<file path="src/hw/rtl/sbpa_pkg.sv">
// ----------------------------------------------------------------------------
// sbpa_pkg
// Shared codes, widths and control types of the block pool allocator.
// ----------------------------------------------------------------------------
package sbpa_pkg;

  localparam int NUM_POOLS = 4;
  localparam int PW        = 2;

  localparam logic [1:0] OP_ALLOC = 2'd0;
  localparam logic [1:0] OP_FREE  = 2'd1;
  localparam logic [1:0] OP_SIZE  = 2'd2;
  localparam logic [1:0] OP_STATS = 2'd3;

  localparam logic [2:0] ST_OK          = 3'd0;
  localparam logic [2:0] ST_TOO_LARGE   = 3'd1;
  localparam logic [2:0] ST_FULL        = 3'd2;
  localparam logic [2:0] ST_NOT_IN_POOL = 3'd3;
  localparam logic [2:0] ST_BAD_ADDR    = 3'd4;
  localparam logic [2:0] ST_DOUBLE_FREE = 3'd5;

  localparam logic [13:0] COUNT_RST [NUM_POOLS] = '{14'd4500, 14'd900, 14'd350, 14'd50};

  localparam int IN_DW  = 72;
  localparam int OUT_DW = 152;

  typedef struct packed {
    logic capture;
    logic decide;
    logic commit;
  } sbpa_cmd_t;

endpackage

</file>
<file path="src/hw/rtl/sbpa_ctrl.sv">
// ----------------------------------------------------------------------------
// sbpa_ctrl
// Sequencer: capture a beat, decide, commit into the output register.
// ----------------------------------------------------------------------------
module sbpa_ctrl
  import sbpa_pkg::*;
(
  input  logic      clk,
  input  logic      rst_n,
  input  logic      in_tvalid,
  output logic      in_tready,
  output logic      out_tvalid,
  input  logic      out_tready,
  output sbpa_cmd_t cmd
);

  typedef enum logic [1:0] {S_IDLE, S_DECIDE, S_COMMIT} state_t;

  state_t state_r;
  logic   out_valid_r;

  assign in_tready   = (state_r == S_IDLE);
  assign out_tvalid  = out_valid_r;
  assign cmd.capture = in_tvalid && (state_r == S_IDLE);
  assign cmd.decide  = (state_r == S_DECIDE);
  assign cmd.commit  = (state_r == S_COMMIT) && (!out_valid_r || out_tready);

  always_ff @(posedge clk) begin
    if (!rst_n) begin
      state_r     <= S_IDLE;
      out_valid_r <= 1'b0;
    end else begin
      if (cmd.commit) begin
        out_valid_r <= 1'b1;
      end else if (out_tready) begin
        out_valid_r <= 1'b0;
      end
      case (state_r)
        S_IDLE:   if (in_tvalid) state_r <= S_DECIDE;
        S_DECIDE: state_r <= S_COMMIT;
        S_COMMIT: if (cmd.commit) state_r <= S_IDLE;
        default:  state_r <= S_IDLE;
      endcase
    end
  end

  a_commit_loads: assert property (@(posedge clk) disable iff (!rst_n)
    cmd.commit |=> out_valid_r) else $error("commit lost");
  a_decide_next: assert property (@(posedge clk) disable iff (!rst_n)
    state_r == S_DECIDE |=> state_r == S_COMMIT) else $error("decide stalled");
  a_capture_next: assert property (@(posedge clk) disable iff (!rst_n)
    cmd.capture |=> cmd.decide) else $error("capture not followed by decide");

endmodule

</file>
<file path="config.mk">
export PLATFORM = sky130hd
export DESIGN_NAME = sbpa_ctrl
export DESIGN_NICKNAME = d
export VERILOG_FILES = /design/src/hw/rtl/sbpa_pkg.sv /design/src/hw/rtl/sbpa_ctrl.sv
export SDC_FILE = /design/constraint.sdc
export NUM_CORES = 1
export LEC_CHECK = 0
export BUFFER_PORTS_ARGS = -buffer_cell sky130_fd_sc_hd__buf_2
export CAP_MARGIN = 40
export CORE_AREA = 2 2 39 41
export CTS_CLUSTER_DIAMETER = 80
export DETAILED_ROUTE_END_ITERATION = 8
export DIE_AREA = 0 0 41 43
export PLACE_DENSITY = 0.32
export SKIP_CTS_REPAIR_TIMING = 1
export SYNTH_ARGS = -nofsm -noshare
export SYNTH_HDL_FRONTEND = slang
export SYNTH_SLANG_ARGS = --single-unit
</file>
<file path="constraint.sdc">
create_clock -name clk -period 1 [get_ports clk]
set_input_delay 0.1 -clock clk [delete_from_list [all_inputs] [get_ports clk]]
set_output_delay 0.1 -clock clk [all_outputs]
set_load 0.005 [all_outputs]
</file>
### Word-level counts from Yosys, hierarchy flattened

Cells that the tools add are included.

| word-level totals | value |
|---|---|
| register bits | 3 |
| output and inout port bits | 5 |
| logic and storage cells | 18 |
| input port bits | 4 |

| cells by class | value |
|---|---|
| reductions and logical operators | 7 |
| equality and inequality tests | 4 |
| muxes and demuxes | 5 |

Operators by type and width:

| kind | count |
|---|---|
| one-hot mux 2 bit (3 select lines) | 1 |
| 2-to-1 mux 2 bit | 2 |
| != test 2 bit, second input constant | 2 |
| == test 2 x 1 -> 1 bit, second input constant | 1 |
| == test 2 bit, second input constant | 1 |
| logical AND 1 bit | 2 |
| logical NOT 2 bit | 1 |
| 2-to-1 mux 1 bit | 2 |
| AND reduction 2 bit | 1 |
| nonzero test 2 bit | 1 |
| logical NOT 1 bit | 1 |
| logical OR 1 bit | 1 |

### Depth between registers and ports, before layout

| depth | value |
|---|---|
| word-level depth | 5 |
| gate-level depth with buffers | 2 |
| gate-level depth less buffers | 2 |

### Worst setup path before layout

No wires, ideal clock.

| timing path | value |
|---|---|
| kind | register to register |
| start | register state_r[1] |
| end | register state_r[1] |
| clock period less this slack | 839 ps |
| buffers on the path | 0 |
| slack | 161 ps |
| data arrival time | 724 ps |
| setup time | 115 ps |
| stages on the path, launching flop included | 3 |
| data required time | 885 ps |
| cell sequence | dfxtp_1 and2b_4 o21a_1 |

RTL lines:

| element | RTL line | source |
|---|---|---|
| from (decl) | sbpa_ctrl.sv:19 | `state_t state_r;` |
| from (signal assigned) | sbpa_ctrl.sv:30 | `state_r <= S_IDLE;` |
| from (signal assigned) | sbpa_ctrl.sv:39 | `S_IDLE: if (in_tvalid) state_r <= S_DECIDE;` |
| from (signal assigned) | sbpa_ctrl.sv:40 | `S_DECIDE: state_r <= S_COMMIT;` |

==> summary.txt <==
Clock tree
  – Total CTS buffers: 3
  – TritonCTS clock tree: done
  – Clock-pin slew on the worst setup and hold paths: roughly 0.03 ns
  – Total clock sinks: 3
  – Maximum clock path buffer count: 2
  – Clock latency on the worst-skew pair: 0.23 ns
  – Root buf cell: clkbuf_4
  – H-tree levels: 1

Yosys
  – Mux contribution to synthesized area: 0
  – Complex-gate fraction of the synthesized area: 0.108
  – Yosys warnings: 0
  – Mapped cell area: 139 sq um
  – XOR/XNOR Fraction of Synth Area: 0
  – FF+latch count, synth: 3
  – Syn_nets: 17
  – Synth Area in Adders: 0
  – Synth Area in Simple Gates: 0.459
  – Syn avg cell area: around 11 sq um
  – Largest family of logic cells by synthesized area: simple AND/OR/NAND/NOR gates
  – Yosys cell types: 10
  – Mapped Cells: 13
  – Sequential fraction of the synthesis area: 0.432

STA
  – Final Max Slew Viols: 0
  – Fin crit period: just over 1 ns
  – Post-route setup slack: -0.0231 ns
  – RSZ-0062 raised after global routing: yes
  – Final Skew: 0.00191 ns
  – Final period util: 1.02
  – Final hold violation count: 0
  – Worst-Margin Slew: between 0.1 and 0.15 ns
  – Setup_tns: -0.0276 ns
  – Fmax: 977 MHz
  – Hold_ws: 0.108 ns
  – Slew headroom: 0.910
  – Setup-failing EPs final: 3

Final layout
  – Area of the multi-input gates: 86.3 sq um
  – Area Growth Syn to Fin: 75.7%
  – Fill cell count: 168
  – ANT cells: 0
  – Area occupied by registers: roughly 65 sq um
  – Share of cells above drive strength 1: 0.640
  – Final net count: 30

Placed design
  – Port bufs: 8
  – Routability cong.: 0.653
  – DP Wirelength: 239 microns

Run
  – Max-cap violations: 0

Min path
  – Hold endpoint: state_r[1]
  – Hold path depth: 2
  – Hold crit path type: input pin to register
  – Hold Crit Start: rst_n

Floorplanning
  – # rows: 14
  – Die Y: 43 microns
  – Initial Utilization: 0.100
  – Core Footprint: 1380 sq um
  – Full die area: ~1800 sq um
  – DIE WIDTH: a little over 40 microns
  – # IOs: 9

Worst setup path
  – Kind of critical path: register to primary output
  – Worst R2R Setup Slack: 0.15 ns
  – Worst Path Max Fanout: 5
  – Worst EP arrival: 0.92 ns
  – WP data required: 0.90 ns
  – Worst R2R End: state_r[1]
  – Startpoint types: register
  – R2R depth: 2
  – R2r startpoint: state_r[1]
  – Crit path launch: state_r[1]
  – Critical Path Sink Type: primary output

Power and ir drop
  – Flop pwr share: 0.344
  – PD cells: 1580 nW/um^2
  – Switching power: 0.0000810 W
  – Sw Ratio: 0.210
  – Cell Int Power: 0.000305 W
  – Static leakage: 0.109 nW
  – Peak VDD IR: around 0.53 mV
  – Combinational share of power: 0.116
  – Pwr Total: just under 0.0004 W
  – Clk pwr share: 0.540

Routing
  – DR vias/cell: roughly 3.6
  – Pre-Repair DR Iteration Count: 2
  – Drt drc: 0
  – Final WL: between 300 and 400 microns
  – Initial drt markers: 1
  – WL/cell: roughly 8 microns
  – Post-route ant nets: 0
  – Via count: around 150

Global route
  – First-pass GRT wire length: between 400 and 500 microns
  – Overflow after GRT: 0
  – Antenna violations before repair: 0
  – Vias in the first global route: 130
  – Overall routing resource usage: 0.0442
  – Largest net degree at the start of global routing: 6

Status
  – Outcome: complete, but fails checks
  – Failing checks: negative setup slack
==> state kept, by name, indices dropped and copies added, names as in the netlist <==
signal      count
out_tvalid      1
state_r         2
==> layer usage <==
metal,global-route usage,wire length (microns)
met5,0,0
met4,0.0200,0
met3,0.0524,65
met2,0.0469,132
met1,0.0516,134
==> cell type report <==
| cell class | instances | share of cell area |
|---|---|---|
| timing repair buffer | 8 | 0.190 |
| tap | 16 | 0.0821 |
| multi-input combinational | 10 | 0.354 |
| sequential | 3 | 0.267 |
| clock buffer | 4 | 0.108 |
==> worst max-delay path, stage by stage (launching register included) <==
cell,delay [ns]
dfxtp_4,0.35
and2b_4,0.25
buf_6,0.09
==> power by group through the flow <==
stage          sequential, W  combinational, W  clock [W]
2_1_floorplan       0.000133         0.0000200          0
3_3_place_gp        0.000133         0.0000402          0
4_1_cts             0.000132         0.0000402   0.000217
6_report            0.000133         0.0000448   0.000208
5_1_grt             0.000134         0.0000497   0.000228
3_5_place_dp        0.000134         0.0000398          0
==> worst max path at each step <==
stage                       endpoint  slack [ns]  cells past startpoint
final                         cmd[1]       -0.02                      2
after CTS                     cmd[0]       -0.06                      3
after global placement    state_r[1]        0.15                      2
after floorplan           state_r[1]        0.16                      2
after detailed placement  state_r[1]        0.13                      2
after global routing          cmd[0]       -0.07                      3
==> kinds of logic after synthesis <==
group and count (synthesis):
flip-flops 3, AO/OA/AOI/OAI 2, AND/OR/NAND/NOR 8
==> metrics by stage <==
step / instances / worst slack, ns / util / area [sq um]
2_1_floorplan: 13 / 0.161 / - / 139
4_1_cts: 41 / -0.0624 / 0.163 / 225
5_1_grt: 41 / -0.0733 / 0.176 / 244
3_5_place_dp: 37 / 0.131 / 0.144 / 199
6_report: 41 / -0.0231 / 0.176 / 244
3_3_place_gp: 37 / 0.150 / 0.144 / 199
==> Yosys cell counts (all sizes together) <==
cell type  count  share of area
dfxtp          3           0.43
and2           1          0.045
a21boi         1          0.054
nor2           1          0.027
and2b          1          0.072
nor2b          1          0.045
nand2b         2          0.090
o21a           1          0.054
nor3b          1          0.090
and4bb         1          0.090
==> placed cells by master, fill, tap and decap left out <==
cell	count
a21boi_0	1
and2_1	1
and2b_4	1
and4bb_1	1
buf_2	7
buf_6	1
clkbuf_1	1
clkbuf_4	3
dfxtp_1	1
dfxtp_2	1
dfxtp_4	1
nand2b_1	1
nand2b_4	1
nor2_1	1
nor2b_1	1
nor3b_2	1
o21a_1	1
Note: power is estimated with default switching activity, not from simulation.
